<file path="src/rtl/swds_pkg.sv">
`timescale 1ns / 1ps

package swds_pkg;

	localparam int DEPTH       = 8;
	localparam int SAMPLE_W    = 16;
	localparam int COUNT_OUT_W = 4;
	localparam int IDX_W       = $clog2(DEPTH);
	localparam int CNT_W       = $clog2(DEPTH + 1);
	localparam int SUM_W       = SAMPLE_W + $clog2(DEPTH);
	localparam int SUM_DIV_W   = SUM_W + (SUM_W % 2);
	localparam int DEV_W       = 16;
	localparam int SQ_W        = 2 * DEV_W + $clog2(DEPTH);
	localparam int DIV_W       = SQ_W + (SQ_W % 2);
	localparam int REM_W       = CNT_W + 1;
	localparam int ROOT_W      = DEV_W;
	localparam int RAD_W       = 2 * ROOT_W;
	localparam int SQREM_W     = ROOT_W + 3;

	// divider retires two quotient bits per step, root one bit per step
	localparam int MEAN_DIV_STEPS = SUM_DIV_W / 2;
	localparam int VAR_DIV_STEPS  = DIV_W / 2;
	localparam int ROOT_STEPS     = ROOT_W;
	localparam int LOOP_W         = $clog2(VAR_DIV_STEPS);
	localparam int PC_W           = 4;

	localparam logic OPC_WRITE = 1'b0;
	localparam logic OPC_CLEAR = 1'b1;

	typedef enum logic [3:0] {
		DP_NOP,
		DP_CLEAR,
		DP_SUM,
		DP_LOAD_MEAN,
		DP_DIV,
		DP_SET_MEAN,
		DP_DEV,
		DP_LOAD_VAR,
		DP_LOAD_ROOT,
		DP_ROOT,
		DP_OUT
	} dp_op_t;

	typedef enum logic [2:0] {
		COND_NEXT,
		COND_ALWAYS,
		COND_IN,
		COND_EMPTY,
		COND_MORE,
		COND_LOOP,
		COND_OUT
	} cond_t;

	typedef struct packed {
		dp_op_t            op;
		cond_t             cond;
		logic [PC_W-1:0]   target;
		logic              load_cnt;
		logic [LOOP_W-1:0] cnt;
		logic              in_ready;
	} ctrl_word_t;

	typedef struct packed {
		logic empty;
		logic idx_last;
		logic out_busy;
	} dp_status_t;

	localparam logic [PC_W-1:0] PC_IDLE   = PC_W'(0);
	localparam logic [PC_W-1:0] PC_CLEAR  = PC_W'(1);
	localparam logic [PC_W-1:0] PC_SUM    = PC_W'(2);
	localparam logic [PC_W-1:0] PC_LOADM  = PC_W'(3);
	localparam logic [PC_W-1:0] PC_DIVM   = PC_W'(4);
	localparam logic [PC_W-1:0] PC_SETM   = PC_W'(5);
	localparam logic [PC_W-1:0] PC_DEV    = PC_W'(6);
	localparam logic [PC_W-1:0] PC_DRAIN0 = PC_W'(7);
	localparam logic [PC_W-1:0] PC_DRAIN1 = PC_W'(8);
	localparam logic [PC_W-1:0] PC_LOADV  = PC_W'(9);
	localparam logic [PC_W-1:0] PC_DIVV   = PC_W'(10);
	localparam logic [PC_W-1:0] PC_LOADR  = PC_W'(11);
	localparam logic [PC_W-1:0] PC_ROOT   = PC_W'(12);
	localparam logic [PC_W-1:0] PC_DONE   = PC_W'(13);

	// microcode ROM
	function automatic ctrl_word_t ucode(input logic [PC_W-1:0] pc);
		ctrl_word_t w;
		w.op       = DP_NOP;
		w.cond     = COND_NEXT;
		w.target   = PC_IDLE;
		w.load_cnt = 1'b0;
		w.cnt      = '0;
		w.in_ready = 1'b0;
		case (pc)
			PC_IDLE: begin
				w.cond     = COND_IN;
				w.target   = PC_CLEAR;
				w.in_ready = 1'b1;
			end
			PC_CLEAR: begin
				w.op     = DP_CLEAR;
				w.cond   = COND_EMPTY;
				w.target = PC_DONE;
			end
			PC_SUM: begin
				w.op     = DP_SUM;
				w.cond   = COND_MORE;
				w.target = PC_SUM;
			end
			PC_LOADM: begin
				w.op       = DP_LOAD_MEAN;
				w.load_cnt = 1'b1;
				w.cnt      = LOOP_W'(MEAN_DIV_STEPS - 1);
			end
			PC_DIVM: begin
				w.op     = DP_DIV;
				w.cond   = COND_LOOP;
				w.target = PC_DIVM;
			end
			PC_SETM: begin
				w.op = DP_SET_MEAN;
			end
			PC_DEV: begin
				w.op     = DP_DEV;
				w.cond   = COND_MORE;
				w.target = PC_DEV;
			end
			PC_DRAIN0: begin
				w.op = DP_NOP;
			end
			PC_DRAIN1: begin
				w.op = DP_NOP;
			end
			PC_LOADV: begin
				w.op       = DP_LOAD_VAR;
				w.load_cnt = 1'b1;
				w.cnt      = LOOP_W'(VAR_DIV_STEPS - 1);
			end
			PC_DIVV: begin
				w.op     = DP_DIV;
				w.cond   = COND_LOOP;
				w.target = PC_DIVV;
			end
			PC_LOADR: begin
				w.op       = DP_LOAD_ROOT;
				w.load_cnt = 1'b1;
				w.cnt      = LOOP_W'(ROOT_STEPS - 1);
			end
			PC_ROOT: begin
				w.op     = DP_ROOT;
				w.cond   = COND_LOOP;
				w.target = PC_ROOT;
			end
			PC_DONE: begin
				w.op     = DP_OUT;
				w.cond   = COND_OUT;
				w.target = PC_IDLE;
			end
			default: begin
				w.cond   = COND_ALWAYS;
				w.target = PC_IDLE;
			end
		endcase
		return w;
	endfunction

endpackage

</file>
<file path="src/rtl/swds_seq.sv">
`timescale 1ns / 1ps

module swds_seq
	import swds_pkg::*;
(
	input  logic       clk,
	input  logic       arst_n,
	input  logic       sample_valid,
	input  dp_status_t status,
	output ctrl_word_t ctrl,
	output logic       take
);

	logic [PC_W-1:0]   pc_q;
	logic [PC_W-1:0]   pc_d;
	logic [PC_W-1:0]   pc_inc;
	logic [LOOP_W-1:0] cnt_q;
	logic [LOOP_W-1:0] cnt_d;

	assign ctrl   = ucode(pc_q);
	assign take   = sample_valid && ctrl.in_ready;
	assign pc_inc = pc_q + PC_W'(1);

	always_comb begin
		case (ctrl.cond)
			COND_NEXT:   pc_d = pc_inc;
			COND_ALWAYS: pc_d = ctrl.target;
			COND_IN:     pc_d = take ? ctrl.target : pc_q;
			COND_EMPTY:  pc_d = status.empty ? ctrl.target : pc_inc;
			COND_MORE:   pc_d = status.idx_last ? pc_inc : ctrl.target;
			COND_LOOP:   pc_d = (cnt_q != '0) ? ctrl.target : pc_inc;
			COND_OUT:    pc_d = status.out_busy ? pc_q : ctrl.target;
			default:     pc_d = PC_IDLE;
		endcase
	end

	always_comb begin
		cnt_d = cnt_q;
		if (ctrl.load_cnt) begin
			cnt_d = ctrl.cnt;
		end else if (ctrl.cond == COND_LOOP && cnt_q != '0) begin
			cnt_d = cnt_q - LOOP_W'(1);
		end
	end

	always_ff @(posedge clk or negedge arst_n) begin
		if (!arst_n) begin
			pc_q  <= PC_IDLE;
			cnt_q <= '0;
		end else begin
			pc_q  <= pc_d;
			cnt_q <= cnt_d;
		end
	end

endmodule

</file>
<file path="src/rtl/swds_dp.sv">
`timescale 1ns / 1ps

module swds_dp
	import swds_pkg::*;
(
	input  logic                       clk,
	input  logic                       arst_n,
	input  ctrl_word_t                 ctrl,
	input  logic                       take,
	input  logic                       opcode,
	input  logic signed [SAMPLE_W-1:0] sample,
	input  logic                       result_stall,
	output dp_status_t                 status,
	output logic                       result_valid,
	output logic [COUNT_OUT_W-1:0]     filled_count,
	output logic signed [SAMPLE_W-1:0] window_mean,
	output logic [DEV_W-1:0]           max_deviation,
	output logic [ROOT_W-1:0]          std_deviation
);

	logic signed [SAMPLE_W-1:0] mem [DEPTH];
	logic signed [SAMPLE_W-1:0] rd_q;

	logic [IDX_W-1:0]  slot_q;
	logic [CNT_W-1:0]  count_q;
	logic [IDX_W-1:0]  idx_q;
	logic [IDX_W-1:0]  idx_nx;

	logic signed [SUM_W-1:0]    sum_q;
	logic [SUM_W-1:0]           sum_mag;
	logic                       neg_q;
	logic [SUM_DIV_W-1:0]       mean_quot;
	logic signed [SAMPLE_W-1:0] mean_q;

	logic signed [DEV_W:0] dev;
	logic [DEV_W:0]        dev_abs;
	logic [DEV_W-1:0]      a_s1;
	logic                  a_vld_s1;
	logic [2*DEV_W-1:0]    sq_s2;
	logic                  sq_vld_s2;
	logic [SQ_W-1:0]       acc_q;
	logic [DEV_W-1:0]      maxdev_q;

	logic [DIV_W-1:0] div_q;
	logic [REM_W-1:0] rem_q;
	logic [DIV_W-1:0] div_nx;
	logic [REM_W-1:0] rem_nx;

	logic [RAD_W-1:0]   rad_q;
	logic [SQREM_W-1:0] sqrem_q;
	logic [ROOT_W-1:0]  root_q;
	logic [SQREM_W-1:0] sq_t;
	logic [SQREM_W-1:0] sq_trial;

	logic                   out_valid_q;
	logic [COUNT_OUT_W-1:0] out_count_q;
	logic [SAMPLE_W-1:0]    out_mean_q;
	logic [DEV_W-1:0]       out_maxdev_q;
	logic [ROOT_W-1:0]      out_root_q;
	logic                   out_busy;

	assign out_busy        = out_valid_q && result_stall;
	assign status.empty    = (count_q == '0);
	assign status.idx_last = (CNT_W'(idx_q) + CNT_W'(1)) == count_q;
	assign status.out_busy = out_busy;

	// ring write on transfer; read is registered one address ahead of the loop
	always_comb begin
		case (ctrl.op)
			DP_CLEAR, DP_SET_MEAN: idx_nx = '0;
			DP_SUM, DP_DEV:        idx_nx = idx_q + IDX_W'(1);
			default:               idx_nx = idx_q;
		endcase
	end

	always_ff @(posedge clk) begin
		if (take && opcode == OPC_WRITE) begin
			mem[slot_q] <= sample;
		end
		rd_q <= mem[idx_nx];
	end

	always_ff @(posedge clk or negedge arst_n) begin
		if (!arst_n) begin
			slot_q  <= '0;
			count_q <= '0;
		end else if (take) begin
			if (opcode == OPC_CLEAR) begin
				slot_q  <= '0;
				count_q <= '0;
			end else begin
				slot_q <= (slot_q == IDX_W'(DEPTH - 1)) ? '0 : slot_q + IDX_W'(1);
				if (count_q != CNT_W'(DEPTH)) begin
					count_q <= count_q + CNT_W'(1);
				end
			end
		end
	end

	// two restoring division steps per cycle, divisor is the fill count
	always_comb begin
		logic [REM_W-1:0] r;
		logic [DIV_W-1:0] q;
		r = rem_q;
		q = div_q;
		for (int k = 0; k < 2; k++) begin
			r = {r[REM_W-2:0], q[DIV_W-1]};
			q = {q[DIV_W-2:0], 1'b0};
			if (r >= REM_W'(count_q)) begin
				r    = r - REM_W'(count_q);
				q[0] = 1'b1;
			end
		end
		rem_nx = r;
		div_nx = q;
	end

	assign sum_mag   = sum_q[SUM_W-1] ? SUM_W'(-sum_q) : SUM_W'(sum_q);
	assign mean_quot = div_q[SUM_DIV_W-1:0];

	assign dev     = (DEV_W+1)'(rd_q) - (DEV_W+1)'(mean_q);
	assign dev_abs = dev[DEV_W] ? (DEV_W+1)'(-dev) : (DEV_W+1)'(dev);

	// one root bit per step
	assign sq_t     = {sqrem_q[SQREM_W-3:0], rad_q[RAD_W-1 -: 2]};
	assign sq_trial = SQREM_W'({root_q, 2'b01});

	always_ff @(posedge clk or negedge arst_n) begin
		if (!arst_n) begin
			a_vld_s1  <= 1'b0;
			sq_vld_s2 <= 1'b0;
		end else begin
			a_vld_s1  <= (ctrl.op == DP_DEV);
			sq_vld_s2 <= a_vld_s1;
		end
	end

	always_ff @(posedge clk) begin
		idx_q <= idx_nx;
		a_s1  <= dev_abs[DEV_W-1:0];
		sq_s2 <= a_s1 * a_s1;
		if (sq_vld_s2) begin
			acc_q <= acc_q + SQ_W'(sq_s2);
		end
		case (ctrl.op)
			DP_CLEAR: begin
				sum_q    <= '0;
				acc_q    <= '0;
				mean_q   <= '0;
				maxdev_q <= '0;
				root_q   <= '0;
			end
			DP_SUM: begin
				sum_q <= sum_q + SUM_W'(rd_q);
			end
			DP_LOAD_MEAN: begin
				neg_q <= sum_q[SUM_W-1];
				rem_q <= '0;
				div_q <= DIV_W'(sum_mag) << (DIV_W - SUM_DIV_W);
			end
			DP_DIV: begin
				rem_q <= rem_nx;
				div_q <= div_nx;
			end
			DP_SET_MEAN: begin
				mean_q <= SAMPLE_W'(neg_q ? (SUM_DIV_W'(0) - mean_quot) : mean_quot);
			end
			DP_DEV: begin
				if (dev_abs[DEV_W-1:0] > maxdev_q) begin
					maxdev_q <= dev_abs[DEV_W-1:0];
				end
			end
			DP_LOAD_VAR: begin
				rem_q <= '0;
				div_q <= DIV_W'(acc_q);
			end
			DP_LOAD_ROOT: begin
				rad_q   <= div_q[RAD_W-1:0];
				sqrem_q <= '0;
				root_q  <= '0;
			end
			DP_ROOT: begin
				rad_q <= rad_q << 2;
				if (sq_t >= sq_trial) begin
					sqrem_q <= sq_t - sq_trial;
					root_q  <= {root_q[ROOT_W-2:0], 1'b1};
				end else begin
					sqrem_q <= sq_t;
					root_q  <= {root_q[ROOT_W-2:0], 1'b0};
				end
			end
			default: begin
			end
		endcase
	end

	// result register: holds one finished result while the next item runs
	always_ff @(posedge clk or negedge arst_n) begin
		if (!arst_n) begin
			out_valid_q <= 1'b0;
		end else if (ctrl.op == DP_OUT && !out_busy) begin
			out_valid_q <= 1'b1;
		end else if (!result_stall) begin
			out_valid_q <= 1'b0;
		end
	end

	always_ff @(posedge clk) begin
		if (ctrl.op == DP_OUT && !out_busy) begin
			out_count_q  <= COUNT_OUT_W'(count_q);
			out_mean_q   <= mean_q;
			out_maxdev_q <= maxdev_q;
			out_root_q   <= root_q;
		end
	end

	assign result_valid  = out_valid_q;
	assign filled_count  = out_count_q;
	assign window_mean   = out_mean_q;
	assign max_deviation = out_maxdev_q;
	assign std_deviation = out_root_q;

endmodule

</file>
<file path="src/rtl/sliding_window_deviation_stats.sv">
`timescale 1ns / 1ps

// Keeps the last eight signed samples and reports, after every item (write
// or clear), the fill count, the mean truncated toward zero, the largest
// absolute deviation from that mean and the floor square root of the mean
// squared deviation; an empty window reports zeros. A microcoded sequencer
// steps one shared datapath: a pass over the filled entries for the sum, a
// radix-4 divide by the count, a second pass for deviations and squares,
// another divide and a bit-per-step square root. Each item waits on the two
// walks of the sample ring and the divide and root loops; after a clear the
// window is empty and the sequencer goes straight to the output.
// One finished result can wait in the output register while the next item
// is already being worked on.

module sliding_window_deviation_stats
	import swds_pkg::*;
(
	input  logic                       clk,
	input  logic                       arst_n,
	input  logic                       sample_valid,
	output logic                       sample_stall,
	input  logic                       opcode,
	input  logic signed [SAMPLE_W-1:0] sample,
	output logic                       result_valid,
	input  logic                       result_stall,
	output logic [COUNT_OUT_W-1:0]     filled_count,
	output logic signed [SAMPLE_W-1:0] window_mean,
	output logic [DEV_W-1:0]           max_deviation,
	output logic [ROOT_W-1:0]          std_deviation
);

	ctrl_word_t ctrl;
	dp_status_t status;
	logic       take;

	assign sample_stall = !ctrl.in_ready;

	swds_seq u_seq (
		.clk          (clk),
		.arst_n       (arst_n),
		.sample_valid (sample_valid),
		.status       (status),
		.ctrl         (ctrl),
		.take         (take)
	);

	swds_dp u_dp (
		.clk           (clk),
		.arst_n        (arst_n),
		.ctrl          (ctrl),
		.take          (take),
		.opcode        (opcode),
		.sample        (sample),
		.result_stall  (result_stall),
		.status        (status),
		.result_valid  (result_valid),
		.filled_count  (filled_count),
		.window_mean   (window_mean),
		.max_deviation (max_deviation),
		.std_deviation (std_deviation)
	);

endmodule

</file>
<file path="config.mk">
export PLATFORM = sky130hd
export DESIGN_NAME = sliding_window_deviation_stats
export DESIGN_NICKNAME = d
export VERILOG_FILES = /design/src/rtl/swds_pkg.sv /design/src/rtl/swds_seq.sv /design/src/rtl/swds_dp.sv /design/src/rtl/sliding_window_deviation_stats.sv
export SDC_FILE = /design/constraint.sdc
export NUM_CORES = 1
export LEC_CHECK = 0
export BUFFER_PORTS_ARGS = -buffer_cell sky130_fd_sc_hd__buf_2
export CORE_MARGIN = 2
export CORE_UTILIZATION = 65
export DETAILED_ROUTE_END_ITERATION = 6
export HOLD_SLACK_MARGIN = 0.1
export PLACE_DENSITY = 0.82
export SYNTH_ARGS = -nofsm -noshare
export SYNTH_HDL_FRONTEND = slang
export SYNTH_SLANG_ARGS = --single-unit
</file>
<file path="constraint.sdc">
create_clock -name clk -period 14.65 [get_ports clk]
set_clock_uncertainty 0.15 [all_clocks]
set_input_delay 2.93 -clock clk [delete_from_list [all_inputs] [get_ports clk]]
set_output_delay 2.93 -clock clk [all_outputs]
set_load 0.005 [all_outputs]
</file>
**Yosys cells after proc, flatten, opt, wreduce, memory -nomap -nowiden**

Memory sizes are Yosys's and may differ from the RTL's. A register that Yosys moved wholly into a read port is not among the register bits.
Cells that the tools add are included.

- Word-level logic and storage cells: 150
- Bits in writable memories: 128
- Bits in registers: 314
- Memories: 1

Memory list:

| memory | depth | width | read ports | clocked after Yosys merged registers in | write ports | RTL line | text |
|---|---|---|---|---|---|---|---|
| u_dp.mem | 8 | 16 | 1 | 1 | 1 | swds_dp.sv:21 | `logic signed [SAMPLE_W-1:0] mem [DEPTH];` |

- Bitwise logic cells: 1
- Multiplexer cells: 39
- Add/subtract/negate cells: 15
- Multiply operators: 1
- $lt $le $gt $ge: 4
- Equality and inequality tests: 36
- Reduce and logical (&&, ||, !) cells: 29

Operators by type and width:

| operator | count |
|---|---|
| 36-bit case mux with 3 select lines | 1 |
| 16-bit case mux with 2 select lines | 3 |
| 32-bit case mux with 2 select lines | 1 |
| 7-bit case mux with 9 select lines | 1 |
| 16-bit 2-to-1 mux | 3 |
| 4-bit case mux with 10 select lines | 1 |
| 19-bit case mux with 2 select lines | 1 |
| 4-bit equality test (second input constant) | 9 |
| 4-bit 2-to-1 mux | 9 |
| 35-bit by 32-bit adder with 35-bit output | 1 |
| 17-bit case mux with 2 select lines | 1 |
| 4-bit by 3-bit equality test with 1-bit output (second input constant) | 8 |
| 16-bit by 16-bit multiplier with 32-bit output | 1 |
| 4-bit case mux with 7 select lines | 1 |
| 19-bit by 16-bit adder with 19-bit output | 1 |
| 19-bit by 18-bit greater-or-equal comparator with 1-bit output | 1 |
| 19-bit 2-to-1 mux | 1 |
| 19-bit negator | 1 |
| 6-bit case mux with 3 select lines | 1 |
| 17-bit 2-to-1 mux | 1 |
| 16-bit by 16-bit subtractor with 17-bit output | 1 |
| 17-bit subtractor | 1 |
| 4-bit by 2-bit equality test with 1-bit output (second input constant) | 4 |
| 16-bit greater-than comparator | 1 |
| other kinds (32) | 71 |

**Depth between registers and ports, before layout**

Gate-level depths: netlist (run 1).

- Word-level depth: 7
- Depth in mapped cells: 26
- Depth with buffers taken out: 24

**Cells and area by module**

Synthesis (run 1) repeated with hierarchy kept, for this count alone.

- Cell total of the unflattened synthesis: 2,952
- Area, all modules: 30,100.1 um2

Modules (own cells, without submodules):

| module | cells each | instances | area each (um2) |
|---|---|---|---|
| swds_dp | 2,811 | 1 | 28,967.8 |
| swds_seq | 140 | 1 | 1,128.6 |
| sliding_window_deviation_stats | 1 | 1 | 3.8 |

**Worst setup path after synthesis (run 1)**

OpenSTA, ideal clock, no wires.

- Path type: register to register
- Start: register u_dp.a_s1[4]
- End: register u_dp.sq_s2[31]
- Path slack: 8.087 ns
- Arrival: 6.298 ns
- Required time: 14.385 ns
- Period minus slack after synthesis: 6.563 ns
- Stages on the path, launching flop included: 23
- Path through: dfxtp_1 -> clkbuf_1 -> clkbuf_1 -> nand2_1 -> fa_1 -> fa_1 -> inv_1 -> fa_1 -> fa_1 -> fa_1 -> inv_1 -> fa_1 -> inv_1 -> ha_1 -> buf_2 -> a21o_1 -> a31o_1 -> a211oi_2 -> a31oi_1 -> a211o_1 -> a211o_1 -> or4b_1 -> and3_1

- Word-level cells in the longest chain between the ends: 1

Ends and longest elaborated chain:

| what | RTL line | text |
|---|---|---|
| from (decl) | swds_dp.sv:37 | `logic [DEV_W-1:0] a_s1;` |
| from (signal assigned) | swds_dp.sv:140 | `a_s1 <= dev_abs[DEV_W-1:0];` |
| 16-bit by 16-bit multiplier with 32-bit output | swds_dp.sv:141 | `sq_s2 <= a_s1 * a_s1;` |
| to (signal assigned) | swds_dp.sv:141 |  |
| to (decl) | swds_dp.sv:39 | `logic [2*DEV_W-1:0] sq_s2;` |

Every way passes these cells.
A chain may end at the register's enable or synchronous reset.

**Worst setup path after layout (run 1)**

- Start: register u_dp.a_s1[5]
- End: register u_dp.sq_s2[31]

The elaborated chain is that of the path after synthesis.

==> results of run 1 <==
registers in the layout, indices dropped and copies added (netlist names), 17 cells and up:
register      cells
u_dp.div_q       36
u_dp.sq_s2       31
u_dp.acc_q       35
u_dp.sum_q       19
u_dp.mem        128
u_dp.sqrem_q     17
u_dp.rad_q       32
final timing paths:
kind,endpoint,cells past startpoint
setup / recovery,u_dp.sq_s2[31],22
hold / removal,u_dp.sq_vld_s2,0
setup reg to reg,u_dp.sq_s2[31],22
hold reg to reg,u_dp.sq_vld_s2,0
max in group asynchronous,u_dp.count_q[1],1
min in group asynchronous,u_dp.slot_q[1],1
cells by family after synthesis:
| group | Yosys count | share of synthesized area, % |
|---|---|---|
| AND/OR/NAND/NOR | 915 | 14.1 |
| AO/OA/AOI/OAI | 526 | 11.7 |
| adder cells (fa/ha/maj) | 388 | 20.4 |
| buffers and inverters | 469 | 5.90 |
| XOR/XNOR | 145 | 4.24 |
| multiplexers | 46 | 1.56 |
| flip-flops | 457 | 42.1 |
critical path: cells and delay by family (launching register included):
family                   cells  cell delay [ns]
AO/OA/AOI/OAI                6             1.47
buffers and inverters        6             0.35
flip-flops                   1             0.75
AND/OR/NAND/NOR              3             0.96
adder cells (fa/ha/maj)      7             3.36
cell usage after synthesis, drive strengths merged, types with 5 or more instances:
cell type,n
a22o,15
o21bai,9
a22oi,20
fa,167
nor3,38
a311oi,19
xnor2,91
a31oi,13
and2,83
buf,11
and3,19
mux2i,41
dfxtp,101
nand2b,24
nor4,8
a21boi,5
mux2,5
a221oi,6
a31o,28
a21o,40
o21ai,129
ha,221
or4,7
edfxtp,337
nand3b,6
dfrtp,19
a211oi,35
or3,18
a21oi,112
xor2,54
o21a,23
nand4,16
nand3,69
nor2,203
nand2,375
o31ai,17
inv,371
or2,11
clkbuf,87
o211ai,11
nor2b,26
through the flow:
stage / util (%) / worst slack [ns] / cells
CTS: 71.4 / 7.58 / 3631
floorplan: - / 8.09 / 2946
global placement: 68.0 / 7.72 / 3541
detailed placement: 68.0 / 7.56 / 3541
finish: 71.4 / 7.51 / 3631
global route: 71.4 / 7.28 / 3631
area by class of cell:
class,instances,area [um2]
fill,3222,13000
clock buffer,68,1340
multi-input combinational,2020,15700
sequential,457,12600
clock inverter,22,193
inverter,371,1390
timing repair buffer,93,513
tap,600,751
metal layers:
layer,up-vias,track usage (%)
li1,10200,-
met5,-,0
met3,167,4.27
met2,940,49.6
met1,10700,41.1
met4,0,9.66
==> flow_metrics.tcl, run 1 <==
set metrics [dict create \
    r2r_slack_ns 7.51 \
    dieArea_mm2 0.0478 \
    slew_viol_final 0 \
    synth_edf_count 337 \
    drt_iter0_markers 2050 \
    ant_nets 0 \
    synth_area_mm2 0.0300 \
    yosysSeqAreaShare_pct 42.1 \
    avgViaCountPerCell 6.07 \
    grt_max_degree 66 \
    area_growth_pct 8.37 \
    synthDistinctLibCells 78 \
    post-route-period-util_pct 48.7 \
    vias 22100 \
    die_y_um 219 \
    finalHoldViolCount 0 \
    post-route-cell-area_mm2 0.0325 \
    post_cts_buffers 0 \
    syn-mean-instance-area_um2 10.2 \
    grt_pass1_vias 21900 \
    final_cell_mix "nand2_1, inv_1, edfxtp_1" \
    portBuffers 74 \
    cts_resized 0 \
    drc_errors 0 \
    gp_congestion 0.971 \
    crit_start "u_dp.a_s1[5]" \
    tightest_slew_ns 1.08 \
    relSlewSlack_pct 27.8 \
    io-pin-count 75 \
    yosys.area.top_type "edfxtp_1" \
    dr_wl_met2_um 33900 \
    cts_buffers 48 \
    die_width_um 219 \
    antenna_found_initial 0 \
    cts_tree "yes" \
    worstSetupEndpointType "flop" \
    synth_cells 2946 \
    layout_min_cycle_time_ns 7.14 \
    dr.pass1.iters 6 \
    cts_max_level 2 \
    ys_seq_elements 457 \
    holdWs_ns 0.194 \
    wl_met1_um 29200 \
    ys.flop_type "edfxtp_1" \
    clk_latency_ns 0.60 \
    slowest_stage "dfxtp_1" \
    cts.sinks 457 \
    status "completed" \
    cp_max_fo 17 \
    path_clk_slew_ns 0.06 \
    critPathLaunchType "flop" \
    placed_area_mm2 0.0309 \
    synth_area_leaders "edfxtp_1, fa_1, ha_1" \
    final_common_cell "nand2_1" \
    ys_async_sr_fraction_pct 4.16 \
    drt-total-wl_um 70900 \
    cts-hold-fix-buffers 0 \
    cts.path.max_buffers 3 \
    holdCritStartpoint "u_dp.a_vld_s1" \
    path_class "reg -> reg" \
    worstReg2RegStart "u_dp.a_s1[5]" \
    dp_hpwl_um 51300 \
    cp_cell_sequence "and2_1, inv_1, fa_1, inv_1, fa_1, inv_1, fa_1, inv_1, fa_1, fa_1, inv_1, fa_1, inv_1, ha_1, a21o_1, a31o_1, a211oi_2, a31oi_1, a211o_1, a211o_1, or4b_1, and3_1" \
    drt-wirelength-per-cell_um 19.5 \
    grt_use_total_pct 30.0 \
    met3_length_um 5600 \
    overflow 0 \
    drv_cap 0 \
    cpPeakStageDelay_ns 0.75 \
    yosys_warnings 0 \
    synth_nets 3355 \
    rsz0062_at_grt "no" \
    critical_path_arrival_ns 7.48 \
    rows 78 \
    critPathRequiredTime_ns 14.99 \
    core_region_area_mm2 0.0455 \
    clock.fmax_ghz 0.140 \
    root_buffer "clkbuf_16" \
    tns_ns 0 \
    grt_pass1_wl_um 113000 \
    finalSetupViolCount 0 \
    hp-class "reg -> reg" \
    nNetsFinal 3400 \
    synth_top_cell_area_share_pct 33.8 \
    top_layer "met4" \
    start_util_pct 65.9 \
    antenna_cells 0 \
    final_layout_size_suffix_gt1_share_pct 7.69 \
]
Power of run 1 is not shown: default switching activity piles up to over one toggle a cycle in this logic, so the estimate is an artifact.
==> inputs of run 2 (changes only) <==
Settings changed: CORE_UTILIZATION 65 to 58, PLACE_DENSITY 0.82 to 0.78.
Clock period 14.65 ns to 6.5 ns, I/O delays scaled along.
==> run 2 against run 1 <==
  * Clock-buffer cell count fell by 7
  * Maximum frequency rose by 11%
  * Hold slack improved by 0.061 ns
  * Flip-flop and latch count did not move
  * Non-clock buffer count rose by 60
  * Critical endpoint unchanged
==> flow_metrics.tcl, run 2 (synthesis gave the netlist of run 1 again) <==
set metrics [dict create \
    top_regs "u_dp.mem: 128 flops, u_dp.div_q: 36 flops, u_dp.acc_q: 35 flops" \
    fin_ws_ns 0.0827 \
    final_common_cell "nand2_1" \
    critPathRequiredTime_ns 6.80 \
    vias 22000 \
    area_growth_pct 12.2 \
    tightest_slew_ns 1.05 \
    avgViaCountPerCell 5.84 \
    slew_viol_final 0 \
    layout_min_cycle_time_ns 6.42 \
    core_region_area_mm2 0.0512 \
    drt_iter0_markers 1843 \
    ant_nets 0 \
    final_layout_size_suffix_gt1_share_pct 12.4 \
    post-route-cell-area_mm2 0.0336 \
    path_class "reg -> reg" \
    start_util_pct 58.5 \
    cts_buffers 47 \
    grt_use_total_pct 26.3 \
    portBuffers 74 \
    drt-total-wl_um 70800 \
    postLayoutCoreUtil_pct 65.6 \
    cts.sinks 457 \
    post-route-period-util_pct 98.7 \
    clk_latency_ns 0.60 \
    drt-wirelength-per-cell_um 18.8 \
    path_clk_slew_ns 0.07 \
    rows 83 \
    dieArea_mm2 0.0535 \
    clock.fmax_ghz 0.156 \
    cts_max_level 2 \
    grt_pass1_wl_um 112000 \
    r2r_slack_ns 0.08 \
    nNetsFinal 3459 \
    finalSetupViolCount 0 \
    cts.path.max_buffers 3 \
    critical_path_arrival_ns 6.72 \
    dp_hpwl_um 51200 \
    hp-class "reg -> reg" \
    grt_max_degree 66 \
    die_y_um 231 \
    crit_start "u_dp.a_s1[9]" \
    worstRegToRegCells 20 \
    root_buffer "clkbuf_16" \
    antenna_found_initial 3 \
    finalHoldViolCount 0 \
    overflow 0 \
    placed_area_mm2 0.0314 \
    drc_errors 0 \
    regMostFlops "u_dp.mem" \
    grt_pass1_vias 21700 \
    gp_congestion 0.943 \
    worstReg2RegStart "u_dp.a_s1[9]" \
    critPathLaunchType "flop" \
    largest_reg_flops 128 \
    final_cell_mix "nand2_1, inv_1, edfxtp_1" \
    status "completed" \
    r2r-end "u_dp.sq_s2[31]" \
    cts_tree "yes" \
    io-pin-count 75 \
    worstSetupEndpointType "flop" \
    drv_cap 0 \
    relSlewSlack_pct 30.0 \
    setup.worst_path.end "u_dp.sq_s2[31]" \
    die_width_um 231 \
    cp_max_fo 5 \
    dp_slack_ns -0.0552 \
    dr.pass1.iters 6 \
]
## run 2: cell count changes in the layout (fill, tap and decap cells not counted), sizes merged
| cell | before | now |
|---|---|---|
| clkinvlp | 2 | 8 |
| dlymetal6s2s | 0 | 1 |
| inv | 375 | 371 |
| diode | 0 | 2 |
| clkinv | 15 | 13 |
| bufinv | 1 | 6 |
| clkbuf | 68 | 61 |
| buf | 93 | 152 |
## run 2: cell type report
type / instances / area, um2
clock buffer: 61 / 1320
tap: 680 / 851
timing repair buffer: 153 / 1040
clock inverter: 27 / 348
antenna: 2 / 5.00
fill: 3819 / 17600
sequential: 457 / 12600
inverter: 371 / 1400
multi-input combinational: 2020 / 16000
## run 2: critical path, stage by stage (launching register included)
cell,delay (ns)
dfxtp_2,0.37
buf_6,0.14
clkinvlp_4,0.18
nor2_4,0.17
ha_4,0.22
xnor2_2,0.15
fa_1,0.51
fa_1,0.57
fa_1,0.46
fa_1,0.56
inv_1,0.06
fa_1,0.53
inv_1,0.07
ha_4,0.24
buf_4,0.15
a211oi_4,0.26
a31oi_2,0.14
a211o_1,0.34
a211o_1,0.32
or4b_1,0.51
and3_1,0.16
## run 2: routing by layer
metal  global-route usage [%]  part of all wire (%)
met1                     35.0                    42
met2                     44.9                    49
met3                     3.84                   6.5
met4                     7.82                   2.6
met5                        0                 0.014
## run 2: per-stage QoR
| step | TNS (ns) | hold slack, ns | instances |
|---|---|---|---|
| final | 0 | 0.255 | 3771 |
| after CTS | -0.0151 | 0.259 | 3754 |
| after global placement | 0 | 0.188 | 3666 |
| after detailed placement | -0.0552 | 0.204 | 3666 |
| after global routing | -0.0748 | 0.256 | 3770 |
| after floorplan | 0 | 0.181 | 2946 |
## run 2: how the worst min path moves through the flow
stage	cells after the start	slack [ns]	end	from
final	0	0.25	u_dp.sq_vld_s2	u_dp.a_vld_s1
after global routing	0	0.26	u_dp.sq_vld_s2	u_dp.a_vld_s1
after CTS	0	0.26	u_dp.sq_vld_s2	u_dp.a_vld_s1
after detailed placement	0	0.20	u_dp.sq_vld_s2	u_dp.a_vld_s1
after global placement	0	0.19	u_dp.sq_vld_s2	u_dp.a_vld_s1
after floorplan	0	0.18	u_dp.sq_vld_s2	u_dp.a_vld_s1
## run 2: timing repair
item	in CTS	in global routing
hold endpoints to repair	0	0
endpoints found under the setup margin	2	9
setup buffers	0	15
hold buffers	0	0
pin swaps	3	59
resized for setup	11	107
Power of run 2 is left out for the same reason.
